<file path="config.mk">
export PLATFORM = sky130hd
export DESIGN_NAME = cfc_ctrl
export DESIGN_NICKNAME = d
export VERILOG_FILES = /design/src/rtl/core/cfc_pkg.sv /design/src/rtl/core/cfc_ctrl.sv
export SDC_FILE = /design/constraint.sdc
export NUM_CORES = 1
export LEC_CHECK = 0
export ABC_AREA = 1
export BUFFER_PORTS_ARGS = -buffer_cell sky130_fd_sc_hd__buf_2
export CAP_MARGIN = 20
export CORE_MARGIN = 2
export CORE_UTILIZATION = 56
export DETAILED_ROUTE_END_ITERATION = 8
export PLACE_DENSITY = 0.9
export SYNTH_ARGS = -nofsm -noshare
export SYNTH_HDL_FRONTEND = slang
export SYNTH_SLANG_ARGS = --single-unit
</file>
<file path="constraint.sdc">
create_clock -name clk -period 1.9 [get_ports clk]
set_clock_uncertainty 0.15 [all_clocks]
set_input_delay 0.285 -clock clk [delete_from_list [all_inputs] [get_ports clk]]
set_output_delay 0.285 -clock clk [all_outputs]
set_load 0.03 [all_outputs]
</file>
<file path="src/rtl/core/cfc_pkg.sv">
`default_nettype none

package cfc_pkg;

  // Tap chain depth
  localparam int MAX_TAPS = 32;
  localparam int IDX_W    = $clog2(MAX_TAPS);
  localparam int CNT_W    = $clog2(MAX_TAPS + 1);

  // Fixed field widths
  localparam int SMP_W    = 16;
  localparam int ACC_W    = 40;
  localparam int CFG_W    = 6;
  localparam int MODE_W   = 2;
  localparam int TIDX_W   = 5;

  typedef enum logic [MODE_W-1:0] {
    MODE_LOAD   = 2'd0,
    MODE_SAMPLE = 2'd1,
    MODE_FLUSH  = 2'd2
  } mode_t;

  typedef enum logic {
    ST_IDLE = 1'b0,
    ST_RUN  = 1'b1
  } state_t;

  // Sequencer to datapath
  typedef struct packed {
    logic ready;
    logic push;
    logic zero;
    logic clear;
    logic emit;
    logic last;
  } ctrl_t;

  // Per-cell control
  typedef struct packed {
    logic push;
    logic clear;
    logic coef_we;
  } cell_ctrl_t;

endpackage

`default_nettype wire

</file>
<file path="src/rtl/core/cfc_ctrl.sv">
`default_nettype none

module cfc_ctrl (
  input  wire logic                       clk,
  input  wire logic                       rst,
  input  wire logic [cfc_pkg::CNT_W-1:0]  taps,
  input  wire logic                       in_valid,
  input  wire cfc_pkg::mode_t             in_mode,
  input  wire logic                       out_free,
  output cfc_pkg::ctrl_t                  ctrl
);

  cfc_pkg::state_t            state, state_next;
  logic [cfc_pkg::CNT_W-1:0]  cnt;
  logic [cfc_pkg::CNT_W-1:0]  left;
  logic                       flushing;
  logic                       accept;
  logic                       done;
  logic                       more;

  assign accept = in_valid && (state == cfc_pkg::ST_IDLE);
  assign done   = (state == cfc_pkg::ST_RUN) && (cnt == taps);
  assign more   = flushing && (left > cfc_pkg::CNT_W'(1));

  always_comb begin
    state_next = state;
    unique case (state)
      cfc_pkg::ST_IDLE: begin
        if (accept && (in_mode == cfc_pkg::MODE_SAMPLE ||
                       (in_mode == cfc_pkg::MODE_FLUSH && taps > cfc_pkg::CNT_W'(1)))) begin
          state_next = cfc_pkg::ST_RUN;
        end
      end
      cfc_pkg::ST_RUN: begin
        if (done && out_free && !more) begin
          state_next = cfc_pkg::ST_IDLE;
        end
      end
      default: state_next = cfc_pkg::ST_IDLE;
    endcase
  end

  always_comb begin
    ctrl       = '0;
    ctrl.ready = (state == cfc_pkg::ST_IDLE);
    ctrl.emit  = done && out_free;
    ctrl.last  = flushing && (left == cfc_pkg::CNT_W'(1));
    if (accept) begin
      case (in_mode)
        cfc_pkg::MODE_SAMPLE: ctrl.push = 1'b1;
        cfc_pkg::MODE_FLUSH: begin
          if (taps > cfc_pkg::CNT_W'(1)) begin
            ctrl.push = 1'b1;
            ctrl.zero = 1'b1;
          end else begin
            ctrl.clear = 1'b1;
          end
        end
        default: ;
      endcase
    end else if (done && out_free && flushing) begin
      if (more) begin
        ctrl.push = 1'b1;
        ctrl.zero = 1'b1;
      end else begin
        ctrl.clear = 1'b1;
      end
    end
  end

  always_ff @(posedge clk) begin
    if (rst) begin
      state    <= cfc_pkg::ST_IDLE;
      cnt      <= '0;
      left     <= '0;
      flushing <= 1'b0;
    end else begin
      state <= state_next;
      if (ctrl.push) begin
        cnt <= '0;
      end else if (state == cfc_pkg::ST_RUN && !done) begin
        cnt <= cnt + cfc_pkg::CNT_W'(1);
      end
      if (accept) begin
        flushing <= (in_mode == cfc_pkg::MODE_FLUSH);
        left     <= taps - cfc_pkg::CNT_W'(1);
      end else if (done && out_free && flushing) begin
        left <= left - cfc_pkg::CNT_W'(1);
      end
    end
  end

endmodule

`default_nettype wire

</file>
# == Word level (Yosys, flattened, before mapping) ==
# Cells that the tools add are included.
# Widths: inputs -> output; s select.
# classes
n_reduce_logical,15
n_addsub,3
n_eq_ne,4
bitwise_logic,1
mux,13
n_lt_le_gt_ge,2
# ops
operator,count
$gt 6x1->1 const B,2
$mux 6,2
$sub 6x1->6 const B,2
$logic_and 1x1->1,10
$add 6x1->6 const B,1
$eq 6x1->1 const B,1
$eq 6x6->1,1
$mux 2,3
$mux 3,2
$mux 1,4
$pmux 1 s2,2
$eq 2x1->1 const B,1
$eq 2x2->1 const B,1
$logic_not 1->1,2
$reduce_bool 2->1,1
$reduce_or 2->1,1
$logic_or 1x1->1,1
$not 1->1,1
# word_totals
input_bits,12
regBits,14
output_inout_bits,6

# == Logic depth before layout (Yosys ltp) ==
# logic_depth
word_depth,7
mapped_depth,11

# == Least setup slack after synthesis ==
# Ideal clock, no wire load.
# synth_timing
kind,register to output
start,register cnt[1] (netlist name)
end,output ctrl[2] (netlist name)
path_buffers,0
arrival_ns,1.649
path_stages_with_launch,8
slack_ns,-0.184
required_ns,1.465
cell_sequence,dfxtp_1 xnor2_1 nand2_1 nor2_4 nand2_4 nor2_4 nand2_1 o22ai_1
# synth_rtl
element,line,rtl
start: declaration,cfc_ctrl.sv:14,logic [cfc_pkg::CNT_W-1:0] cnt;
start signal: assignment,cfc_ctrl.sv:82,cnt <= cnt + cfc_pkg::CNT_W'(1);
end: declaration,cfc_ctrl.sv:10,output cfc_pkg::ctrl_t ctrl

==> load_flow_metrics.sql <==
INSERT INTO impl_metrics (metric_group, metric, value, unit) VALUES
('sta', 'tightest_slew', '0.278', 'ns'),
('logic_synthesis', 'ys.warnings.count', '0', ''),
('grt', 'grt_antenna_before_repair', '0', ''),
('grt', 'vias_in_the_first_global_route', '1239', ''),
('sta', 'final_hold_vio_count', '0', ''),
('logic_synthesis', 'synth.yosys.seq_area_share', '23.8', '%'),
('grt', 'grt_max_degree', '12', ''),
('route', 'firstDrtPassIters', '4', ''),
('clocking', 'clock_tree.buffer_depth', '2', ''),
('finish', 'drive_gt1_share', '36.7', '%'),
('die', 'fp.dieArea', '2490', 'sq um'),
('route', 'drc', '0', ''),
('finish', 'fill_cells', '112', ''),
('die', 'floorplan.core_area', '1980', 'sq um'),
('sta', 'setup-violations-final', '4', ''),
('logic_synthesis', 'syn_avg_cell_area', '6.43', 'sq um'),
('min_path', 'hp-class', 'primary input to flop', ''),
('sta', 'worst_slack', '-0.242', 'ns'),
('grt', 'grt_first_pass_wirelength', '5060', 'microns'),
('die', 'ioPinCount', '18', ''),
('pwr', 'max-vdd-ir-drop', '0.426', 'mV'),
('clocking', 'cts-htree-levels', '1', ''),
('sta', 'period_utilization_post_route', '113', '%'),
('die', 'chipWidth', '49.9', 'microns'),
('clocking', 'post_cts_hold_buffer_count', '0', ''),
('pwr', 'cellLeakagePower', '0.800', 'nW'),
('place', 'postPlaceCellArea', '1360', 'sq um'),
('route', 'drt-wirelength-per-cell', '14.2', 'microns'),
('sta', 'max_clk_rate', '467', 'MHz'),
('grt', 'global_route.overflow_total', '0', ''),
('logic_synthesis', 'synth-seq-cells', '14', ''),
('critical_path', 'crit_chain', 'inv_4 > nand2_1 > nand2_1 > nand2_2 > nor2_4 > nand2_4 > nor2_4 > nand2_2 > o22ai_2 > buf_6', ''),
('sta', 'slew_headroom', '81.4', '%'),
('place', 'place.detailed.instances', '235', ''),
('clocking', 'cts_root_buf', 'clkbuf_4', ''),
('die', 'dieHeight', '49.9', 'microns'),
('place', 'place.detailed.hpwl', '2060', 'microns'),
('sta', 'final-max-slew-violation-count', '0', ''),
('finish', 'final_cell_mix', '38 x nand2_1, 25 x nor2_1, 24 x inv_1, 20 x buf_4', ''),
('route', 'routed_via_density', '5.51', ''),
('sta', 'period_minus_slack', '2.14', 'ns'),
('route', 'detail_route.iter0.violations', '40', ''),
('place', 'dp_worst_setup_slack', '0.0271', 'ns'),
('clocking', 'cts.reportedPaths.clkPinSlew', '0.09', 'ns'),
('clocking', 'worstSkewPairLatency', '0.29', 'ns'),
('finish', 'layout_commonest_cell', 'nand2_1', ''),
('logic_synthesis', 'ys_async_sr_fraction', '0', '%'),
('finish', 'final_design_area_no_fill', '1570', 'sq um'),
('place', 'port-buffer-count', '17', ''),
('logic_synthesis', 'synth-edff-count', '0', ''),
('grt', 'grtUsageTotal', '26.1', '%'),
('critical_path', 'critPathMaxFanout', '4', ''),
('run_status', 'run_status', 'finished with violations', ''),
('clocking', 'cts_made_buffers', '3', ''),
('place', 'routabilityCongestion', '0.867', ''),
('finish', 'area_growth', '33.5', '%'),
('run_status', 'failed_checks', 'negative setup slack', ''),
('logic_synthesis', 'dominantRegCellSynth', 'dfxtp_1', ''),
('sta', 'rsz0062_at_grt', 'true', ''),
('logic_synthesis', 'synth.area.top_cells', 'dfxtp_1 24%, nand2_1 15%, inv_1 8.6%', ''),
('critical_path', 'critPathMaxStageDelay', '0.37', 'ns'),
('logic_synthesis', 'mappedNetlistNets', '202', ''),
('route', 'postRouteAntennaNets', '0', ''),
('critical_path', 'r2r_setup_slack', '0.10', 'ns'),
('pwr', 'power_density', '514', 'nW/um^2'),
('die', 'initial_core_util', '59.4', '%'),
('sta', 'final.hold.worst_slack', '0.0270', 'ns'),
('logic_synthesis', 'yosys.area.top_type_share', '23.8', '%'),
('job', 'cap_viol_max_count', '0', ''),
('route', 'via_count', '1367', ''),
('finish', 'n_antenna_cell', '0', '');
-- routing by layer --
layer	GRT usage [%]	up-vias	routed length [microns]
met1	31.5	637	1380
met4	11.1	0	133
met3	2.73	18	226
met5	0	-	0
met2	46.4	64	1780
li1	-	648	-
-- path summary, 6_finish.rpt --
path | end | depth (start not counted) | from
setup / recovery | ctrl[2] | 10 | cnt[0]
hold / removal | state | 2 | rst
setup reg to reg | left[1] | 12 | cnt[0]
hold reg to reg | left[4] | 2 | left[4]
-- registers in the layout (all words and copies together), names as in the netlist --
name      flops
state         1
left          6
cnt           6
flushing      1
-- logic make-up (layout without fill, tap and decap cells) --
logic type	count (synthesis)	in the layout	share of synthesized area [%]
buffers and inverters	31	69	10.6
xor gates and xnor gates	11	11	8.18
AOI/OAI and AO/OA	17	17	7.76
DFF	14	14	23.8
adders and majority gates	7	7	7.44
and+or+nand+nor	102	102	41.3
muxes	1	1	0.850
-- per-stage QoR --
stage | util [%] | TNS, ns
floorplan | - | 0
global route | 79.3 | -0.687
detailed placement | 68.7 | 0
global placement | 68.7 | 0
CTS | 74.4 | -0.223
finish | 79.3 | -0.529
-- synthesized netlist by cell type, drive strengths merged, types with 2 or more instances --
cell type and count:
nand3b 2, xor2 6, dfxtp 14, a21oi 6, o21ai 8, nand2 52
nor2 29, nand4 2, inv 29, ha 7, nor3 2, nand3 14
xnor2 5, buf 2
-- report_power, final --
part           total (W)  switching [W]  leakage, nW  internal [W]
clock           0.000178       0.000104       0.0138     0.0000739
combinational   0.000297       0.000177        0.667      0.000120
sequential      0.000333      0.0000207        0.119      0.000313
-- worst reg2reg max path, stage by stage, from the launching register on --
cell,delay (ns)
dfxtp_4,0.37
inv_4,0.05
nand2_1,0.05
nand2_1,0.11
nand2_2,0.09
nor2_4,0.14
buf_4,0.12
buf_4,0.09
nand4_2,0.17
nand2_4,0.17
nand2_1,0.08
nand2_1,0.08
nor2_1,0.04
-- timing repair --
item,CTS,global route
buffers inserted,6,4
pin swaps,8,10
setup endpoints to repair,4,4
gates resized for setup,20,23
-- layout make-up --
class	count	area [sq um]	area share (%)
timing repair buffer	37	260	16.6
clock buffer	3	22.5	1.43
inverter	29	115	7.32
sequential	14	297	18.9
multi-input combinational	138	843	53.7
tap	27	33.8	2.15
No activity file was read; power rests on OpenSTA's default activity.
