## src/rtl/core/cfc_pkg.sv

```systemverilog
`default_nettype none

package cfc_pkg;

  // Tap chain depth
  localparam int MAX_TAPS = 32;
  localparam int IDX_W    = $clog2(MAX_TAPS);
  localparam int CNT_W    = $clog2(MAX_TAPS + 1);

  // Fixed field widths
  localparam int SMP_W    = 16;
  localparam int ACC_W    = 40;
  localparam int CFG_W    = 6;
  localparam int MODE_W   = 2;
  localparam int TIDX_W   = 5;

  typedef enum logic [MODE_W-1:0] {
    MODE_LOAD   = 2'd0,
    MODE_SAMPLE = 2'd1,
    MODE_FLUSH  = 2'd2
  } mode_t;

  typedef enum logic {
    ST_IDLE = 1'b0,
    ST_RUN  = 1'b1
  } state_t;

  // Sequencer to datapath
  typedef struct packed {
    logic ready;
    logic push;
    logic zero;
    logic clear;
    logic emit;
    logic last;
  } ctrl_t;

  // Per-cell control
  typedef struct packed {
    logic push;
    logic clear;
    logic coef_we;
  } cell_ctrl_t;

endpackage

`default_nettype wire

```

## src/rtl/core/cfc_tap_cell.sv

```systemverilog
`default_nettype none

module cfc_tap_cell (
  input  wire logic                              clk,
  input  wire logic                              rst,
  input  wire cfc_pkg::cell_ctrl_t               ctrl,
  input  wire logic signed [cfc_pkg::SMP_W-1:0]  tap_re,
  input  wire logic signed [cfc_pkg::SMP_W-1:0]  tap_im,
  input  wire logic signed [cfc_pkg::SMP_W-1:0]  hist_re_prev,
  input  wire logic signed [cfc_pkg::SMP_W-1:0]  hist_im_prev,
  input  wire logic signed [cfc_pkg::ACC_W-1:0]  psum_re_prev,
  input  wire logic signed [cfc_pkg::ACC_W-1:0]  psum_im_prev,
  output logic signed [cfc_pkg::SMP_W-1:0]       hist_re,
  output logic signed [cfc_pkg::SMP_W-1:0]       hist_im,
  output logic signed [cfc_pkg::ACC_W-1:0]       psum_re,
  output logic signed [cfc_pkg::ACC_W-1:0]       psum_im
);

  logic signed [cfc_pkg::SMP_W-1:0]   coef_re;
  logic signed [cfc_pkg::SMP_W-1:0]   coef_im;
  logic signed [2*cfc_pkg::SMP_W-1:0] ac, bd, ad, bc;
  logic signed [2*cfc_pkg::SMP_W:0]   prod_re, prod_im;

  always_ff @(posedge clk) begin
    if (rst) begin
      coef_re <= '0;
      coef_im <= '0;
      hist_re <= '0;
      hist_im <= '0;
    end else begin
      if (ctrl.coef_we) begin
        coef_re <= tap_re;
        coef_im <= tap_im;
      end
      if (ctrl.clear) begin
        hist_re <= '0;
        hist_im <= '0;
      end else if (ctrl.push) begin
        hist_re <= hist_re_prev;
        hist_im <= hist_im_prev;
      end
    end
  end

  // (a + jb)(c + jd)
  always_comb begin
    ac      = coef_re * hist_re;
    bd      = coef_im * hist_im;
    ad      = coef_re * hist_im;
    bc      = coef_im * hist_re;
    prod_re = (2*cfc_pkg::SMP_W+1)'(ac) - (2*cfc_pkg::SMP_W+1)'(bd);
    prod_im = (2*cfc_pkg::SMP_W+1)'(ad) + (2*cfc_pkg::SMP_W+1)'(bc);
  end

  // partial sum ripples one cell per clock
  always_ff @(posedge clk) begin
    psum_re <= psum_re_prev + cfc_pkg::ACC_W'(prod_re);
    psum_im <= psum_im_prev + cfc_pkg::ACC_W'(prod_im);
  end

endmodule

`default_nettype wire

```

## config.mk

```make
export PLATFORM = sky130hd
export DESIGN_NAME = cfc_tap_cell
export DESIGN_NICKNAME = d
export VERILOG_FILES = /design/src/rtl/core/cfc_pkg.sv /design/src/rtl/core/cfc_tap_cell.sv
export SDC_FILE = /design/constraint.sdc
export NUM_CORES = 2
export LEC_CHECK = 0
export ABC_AREA = 1
export BUFFER_PORTS_ARGS = -buffer_cell sky130_fd_sc_hd__buf_4
export CAP_MARGIN = 20
export CORE_ASPECT_RATIO = 0.8
export CORE_MARGIN = 8
export CORE_UTILIZATION = 31
export CTS_CLUSTER_DIAMETER = 100
export DETAILED_ROUTE_END_ITERATION = 7
export GPL_ROUTABILITY_DRIVEN = 0
export HOLD_SLACK_MARGIN = 0.06
export PLACE_DENSITY = 0.57
export RECOVER_POWER = 100
export SKIP_LAST_GASP = 1
export SLEW_MARGIN = 20
export SYNTH_ARGS = -nofsm -noshare
export SYNTH_HDL_FRONTEND = slang
export SYNTH_SLANG_ARGS = --single-unit
```

## constraint.sdc

```tcl
create_clock -name clk -period 21.7 [get_ports clk]
set_input_delay 3.255 -clock clk [delete_from_list [all_inputs] [get_ports clk]]
set_output_delay 3.255 -clock clk [all_outputs]
set_load 0.01 [all_outputs]
```

### After elaboration in Yosys (flattened, before gate mapping)

Index checks and enable logic that the tools add are counted.

* word-level logic and storage cells: 15
* input bits: 149
* output and inout port bits: 112
* bits in registers: 144

* add/sub/neg operators: 4
* reductions and logical operators: 1
* multipliers: 4

Operator list (number)
* multiplier 16 x 16 -> 32 bit: 4
* adder 40 x 33 -> 40 bit: 2
* adder 32 x 32 -> 33 bit: 1
* subtractor 32 x 32 -> 33 bit: 1
* OR reduction 2 bit: 1

### Longest topological paths before layout

* depth after elaboration: 3
* mapped depth: 34
* gate-level depth less buffers: 32

### Worst setup path before layout

Ideal clock, no wire load.

* path type: input port to flip-flop
* start: input port psum_im_prev[15] (netlist name)
* end: register psum_im[35] (netlist name)
* data required time: 21588 ps
* buffers on the path: 0
* setup time: 112 ps
* arrival: 8599 ps
* stages: 24
* path slack: 12989 ps
* cells stage by stage: fa_1 -> inv_1 -> fa_1 -> inv_1 -> fa_1 -> fa_1 -> fa_1 -> inv_1 -> fa_1 -> inv_1 -> fa_1 -> inv_1 -> fa_1 -> inv_1 -> ha_1 -> nand2_1 -> nor2_1 -> inv_1 -> nor3_1 -> nand2_1 -> nand2_1 -> nand3_2 -> nand3_1 -> nand2_1

* cells in the longest elaborated chain, start to end: 1

RTL lines
* start: declaration: line cfc_tap_cell.sv:12 `input wire logic signed [cfc_pkg::ACC_W-1:0] psum_im_prev,`
* adder 40 x 33 -> 40 bit: line cfc_tap_cell.sv:58 `psum_im <= psum_im_prev + cfc_pkg::ACC_W'(prod_im);`
* end signal: assignment: line cfc_tap_cell.sv:58
* end: declaration: line cfc_tap_cell.sv:16 `output logic signed [cfc_pkg::ACC_W-1:0] psum_im`

No other way between the ends.
A chain may end at the register's enable or synchronous reset.

### Final worst setup path

* start: register hist_im[0] (netlist name)
* end: register psum_im[35] (netlist name)

* cells in the longest elaborated chain, start to end: 3

RTL lines
* start: declaration: line cfc_tap_cell.sv:14 `output logic signed [cfc_pkg::SMP_W-1:0] hist_im,`
* start signal: assignment: line cfc_tap_cell.sv:40 `hist_im <= hist_im_prev;`
* multiplier 16 x 16 -> 32 bit: line cfc_tap_cell.sv:49 `ad = coef_re * hist_im;`
* adder 32 x 32 -> 33 bit: line cfc_tap_cell.sv:52 `prod_im = (2*cfc_pkg::SMP_W+1)'(ad) + (2*cfc_pkg::SMP_W+1)'(bc);`
* adder 40 x 33 -> 40 bit: line cfc_tap_cell.sv:58

No other way between the ends.

==> impl_table.tex <==
\begin{tabular}{lr}
\hline
Metric & Value \\
\hline
\multicolumn{2}{l}{\textbf{Outcome}} \\
Outcome & complete, but fails checks \\
Failing checks & capacitance limit, slew limit \\
\multicolumn{2}{l}{\textbf{STA}} \\
Worst max-slew margin expressed relative to the limit & -91.9\% \\
Setup Total Neg Slack & 0 ns \\
Final Max Tran Viols & 456 \\
Final hold vios & 0 \\
Highest Clock Rate & 94.7 MHz \\
Slew at the pin with the worst max-slew slack & 2.88 ns \\
Slack of the critical path & roughly 11 ns \\
Final Setup Violations & 0 \\
Unrepaired setup endpoints after global routing & no \\
Final critical path time including I/O delays and setup & 10.56 ns \\
Setup Skew & 0.0254 ns \\
Share of the clock period used by the worst path after layout & 48.7\% \\
\multicolumn{2}{l}{\textbf{Worst setup path}} \\
Reg-to-reg slack, setup & 11.14 ns \\
Largest stage delay on the critical path & 2.02 ns \\
Worst r2r dst & psum\_im[35] \\
Data required time of the worst path & about 22 ns \\
RR Startpoint & hist\_im[0] \\
Max stage delay cell, worst path & sky130\_fd\_sc\_hd\_\_clkbuf\_1 \\
Worst-case reg-to-reg path depth & 28 \\
Timing startpoint of the critical path & hist\_im[0] \\
CP endpoint kind & register \\
Critical Setup Path Class & register to register \\
Worst-path fanout max & 34 \\
Crit start category & register \\
Worst Path Arrival & roughly 11 ns \\
\multicolumn{2}{l}{\textbf{Hold path}} \\
Min-delay src & coef\_re[14] \\
Hold/Removal Path Class & register to register \\
Terminating pin of the worst hold path & coef\_re[14] \\
Cell depth of the worst min-delay path & 2 \\
\multicolumn{2}{l}{\textbf{Global route}} \\
Gr ovfl total & 0 \\
Global Route Usage Sum & 17.5\% \\
Antenna violations before repair & 14 \\
Maximum number of pins on one net before global-route repair & 38 \\
Wire length of the first global-routing pass & 247000 microns \\
Vias in the first global route & 42400 \\
\multicolumn{2}{l}{\textbf{Floorplan}} \\
Die height & around 390 microns \\
Core Rows & about 140 \\
Die area & 184000 sq um \\
Starting Density & 31.2\% \\
Die span in x & 477 microns \\
Area of the core region & 169000 sq um \\
Number of placed I/O pins & 261 \\
\multicolumn{2}{l}{\textbf{Power and ir drop}} \\
Static leakage & approximately 0.032 uW \\
Worst IR drop on VDD & 0.125 mV \\
PD cells & 86.0 nW/um\^{}2 \\
Total power consumption of the routed design & 4920 uW \\
\multicolumn{2}{l}{\textbf{Synthesis}} \\
Prevailing post-synth register cell & sky130\_fd\_sc\_hd\_\_dfxtp\_1 \\
Total of warnings raised by yosys & 0 \\
Syn Area/Cell & 8.30 sq um \\
Synth cell types & 40 \\
Count of flip-flops with a built-in enable after synthesis & 0 \\
Cell area after synthesis & 52800 sq um \\
Fraction of synthesis flops using an asynchronous set or reset pin & 0\% \\
Mapped Nets & 8227 \\
Synth top area cells & sky130\_fd\_sc\_hd\_\_fa\_1, sky130\_fd\_sc\_hd\_\_inv\_1, sky130\_fd\_sc\_hd\_\_nand2\_1, sky130\_fd\_sc\_hd\_\_ha\_1, sky130\_fd\_sc\_hd\_\_dfxtp\_1 \\
Yosys top cell by area & sky130\_fd\_sc\_hd\_\_fa\_1 \\
Most used standard cell by instance count after synthesis & sky130\_fd\_sc\_hd\_\_inv\_1 \\
Fraction of post-synthesis cell area in the top cell type by area & 52.8\% \\
Top cell types by occurrence after synthesis & sky130\_fd\_sc\_hd\_\_inv\_1, sky130\_fd\_sc\_hd\_\_nand2\_1, sky130\_fd\_sc\_hd\_\_fa\_1, sky130\_fd\_sc\_hd\_\_ha\_1, sky130\_fd\_sc\_hd\_\_clkbuf\_1 \\
Post-Syn Instances & 6354 \\
Share of synthesized area occupied by flip-flops and latches & 5.46\% \\
Register bit total from synthesis & 144 \\
\multicolumn{2}{l}{\textbf{Drt}} \\
Final routed wirelength across all metal layers & 158000 microns \\
Met3 wire len & 13200 microns \\
Top sig layer & met5 \\
Number of nets still failing antenna checks after routing & 0 \\
Remaining DRCs & 0 \\
Length of the first detailed-routing pass in iterations & 6 \\
Met1 wire length & about 70000 microns \\
Met2 Wirelength & 71300 microns \\
Total via count after detailed routing & 39100 \\
Initial DRC count & 2909 \\
Routed via count divided by cell count & 4.48 \\
Routed length per instance & 18.1 microns \\
\multicolumn{2}{l}{\textbf{Clocking}} \\
Clock tree from TritonCTS & yes \\
Worst-Skew Late Latency & 0.54 ns \\
Maximum count of clock buffers along a single path & 2 \\
H-Tree Depth & 4 \\
Number of buffers added by the clock tree synthesis step & 17 \\
Clock-pin slew reported for the worst setup and hold paths after clock tree synthesis & 0.08 ns \\
Number of gates resized after cts & 0 \\
Clock root cell & sky130\_fd\_sc\_hd\_\_clkbuf\_16 \\
Post-CTS setup repair buffer count & 0 \\
TritonCTS sink count & 144 \\
Hold buffers post-CTS & 0 \\
\multicolumn{2}{l}{\textbf{Cells and area}} \\
Fraction of final layout cells sized beyond drive strength 1 & 4.60\% \\
Cell area after layout & 57200 sq um \\
Number of nets in the finished design & 8316 \\
Area growth from synthesis to final layout & 8.45\% \\
Number of filler cells placed in the layout & 17900 \\
\multicolumn{2}{l}{\textbf{Place}} \\
Standard cell area after detailed placement & about 57000 sq um \\
Port-buffer cells & 260 \\
Estimated wirelength of the detail-placed design & 131000 microns \\
Pre-CTS setup slack & 12.36 ns \\
\multicolumn{2}{l}{\textbf{Job}} \\
Max-capacitance violation count & 14 \\
\hline
\end{tabular}
-- layout by cell type (no fill, tap or decap), types with 18 or more instances in the layout --
master and n:
sky130_fd_sc_hd__dfxtp_1 131, sky130_fd_sc_hd__o21ai_0 21, sky130_fd_sc_hd__nand3_1 87, sky130_fd_sc_hd__nor2_1 182, sky130_fd_sc_hd__clkbuf_1 118, sky130_fd_sc_hd__a21oi_1 125, sky130_fd_sc_hd__buf_4 206, sky130_fd_sc_hd__fa_1 1391
sky130_fd_sc_hd__nand2_1 1513, sky130_fd_sc_hd__o21bai_1 18, sky130_fd_sc_hd__xor2_1 44, sky130_fd_sc_hd__ha_1 333, sky130_fd_sc_hd__inv_1 2110
-- critical path: cells and delay by family (launching register included) --
family	cells	cell delay [ns]
fa+ha+maj	9	4.13
simple gates	9	2.02
buf+inv	10	3.97
flops	1	0.31
-- worst max path at each step --
stage | endpoint | slack (ns) | depth (start not counted)
CTS | psum_im[37] | 12.94 | 23
global placement | psum_im[38] | 12.37 | 24
global route | psum_im[35] | 10.53 | 28
finish | psum_im[35] | 11.14 | 28
floorplan | psum_im[35] | 12.99 | 24
detailed placement | psum_im[37] | 12.36 | 23
-- power breakdown --
| part | switching, uW | total (uW) | internal (uW) |
|---|---|---|---|
| Combinational | 2770 | 4150 | 1380 |
| Sequential | 49.2 | 434 | 385 |
| Clock | 165 | 340 | 175 |
-- cells by family (layout without fill, tap and decap cells) --
kind of cell,Yosys count,after routing,share of synthesized area [%]
AO/OA/AOI/OAI,201,201,2.15
adder cells (fa/ha/maj),1724,1724,60.7
flip-flops,144,144,5.46
AND/OR/NAND/NOR,1852,1852,13.9
XOR/XNOR,54,54,0.896
buffers and inverters,2379,2481,16.9
other,0,5,0
-- through the flow --
step / util (%) / hold WS [ns] / instances
finish: 33.8 / 0.469 / 8721
global route: 33.8 / 0.498 / 8717
CTS: 34.1 / 0.469 / 8715
detailed placement: 33.7 / 0.460 / 8683
global placement: 33.7 / 0.451 / 8683
floorplan: - / 0.495 / 6354
-- metal layers --
metal | GRT usage, % | up-vias
met2 | 27.7 | 1359
met4 | 5.80 | 18
met1 | 23.8 | 19900
li1 | - | 17600
met5 | 0 | -
met3 | 4.23 | 195
-- registers in the layout, indices dropped and copies added, names as in the netlist --
register	flops
coef_im	16
coef_re	16
hist_im	16
hist_re	16
psum_im	40
psum_re	40
-- cell type report --
type                    instances  area (sq um)  share of cell area (%)
multi-input cells            3831         40900                    71.4
inverters                    2117          7950                    13.9
flip-flops and latches        144          2900                    5.07
well taps                    2260          2830                    4.94
repair buffers                332          2050                    3.58
clock buffers                  17           425                   0.743
clock inverters                15           195                   0.341
diodes                          5          12.5                  0.0219
Note: power is estimated with default switching activity, not from simulation.
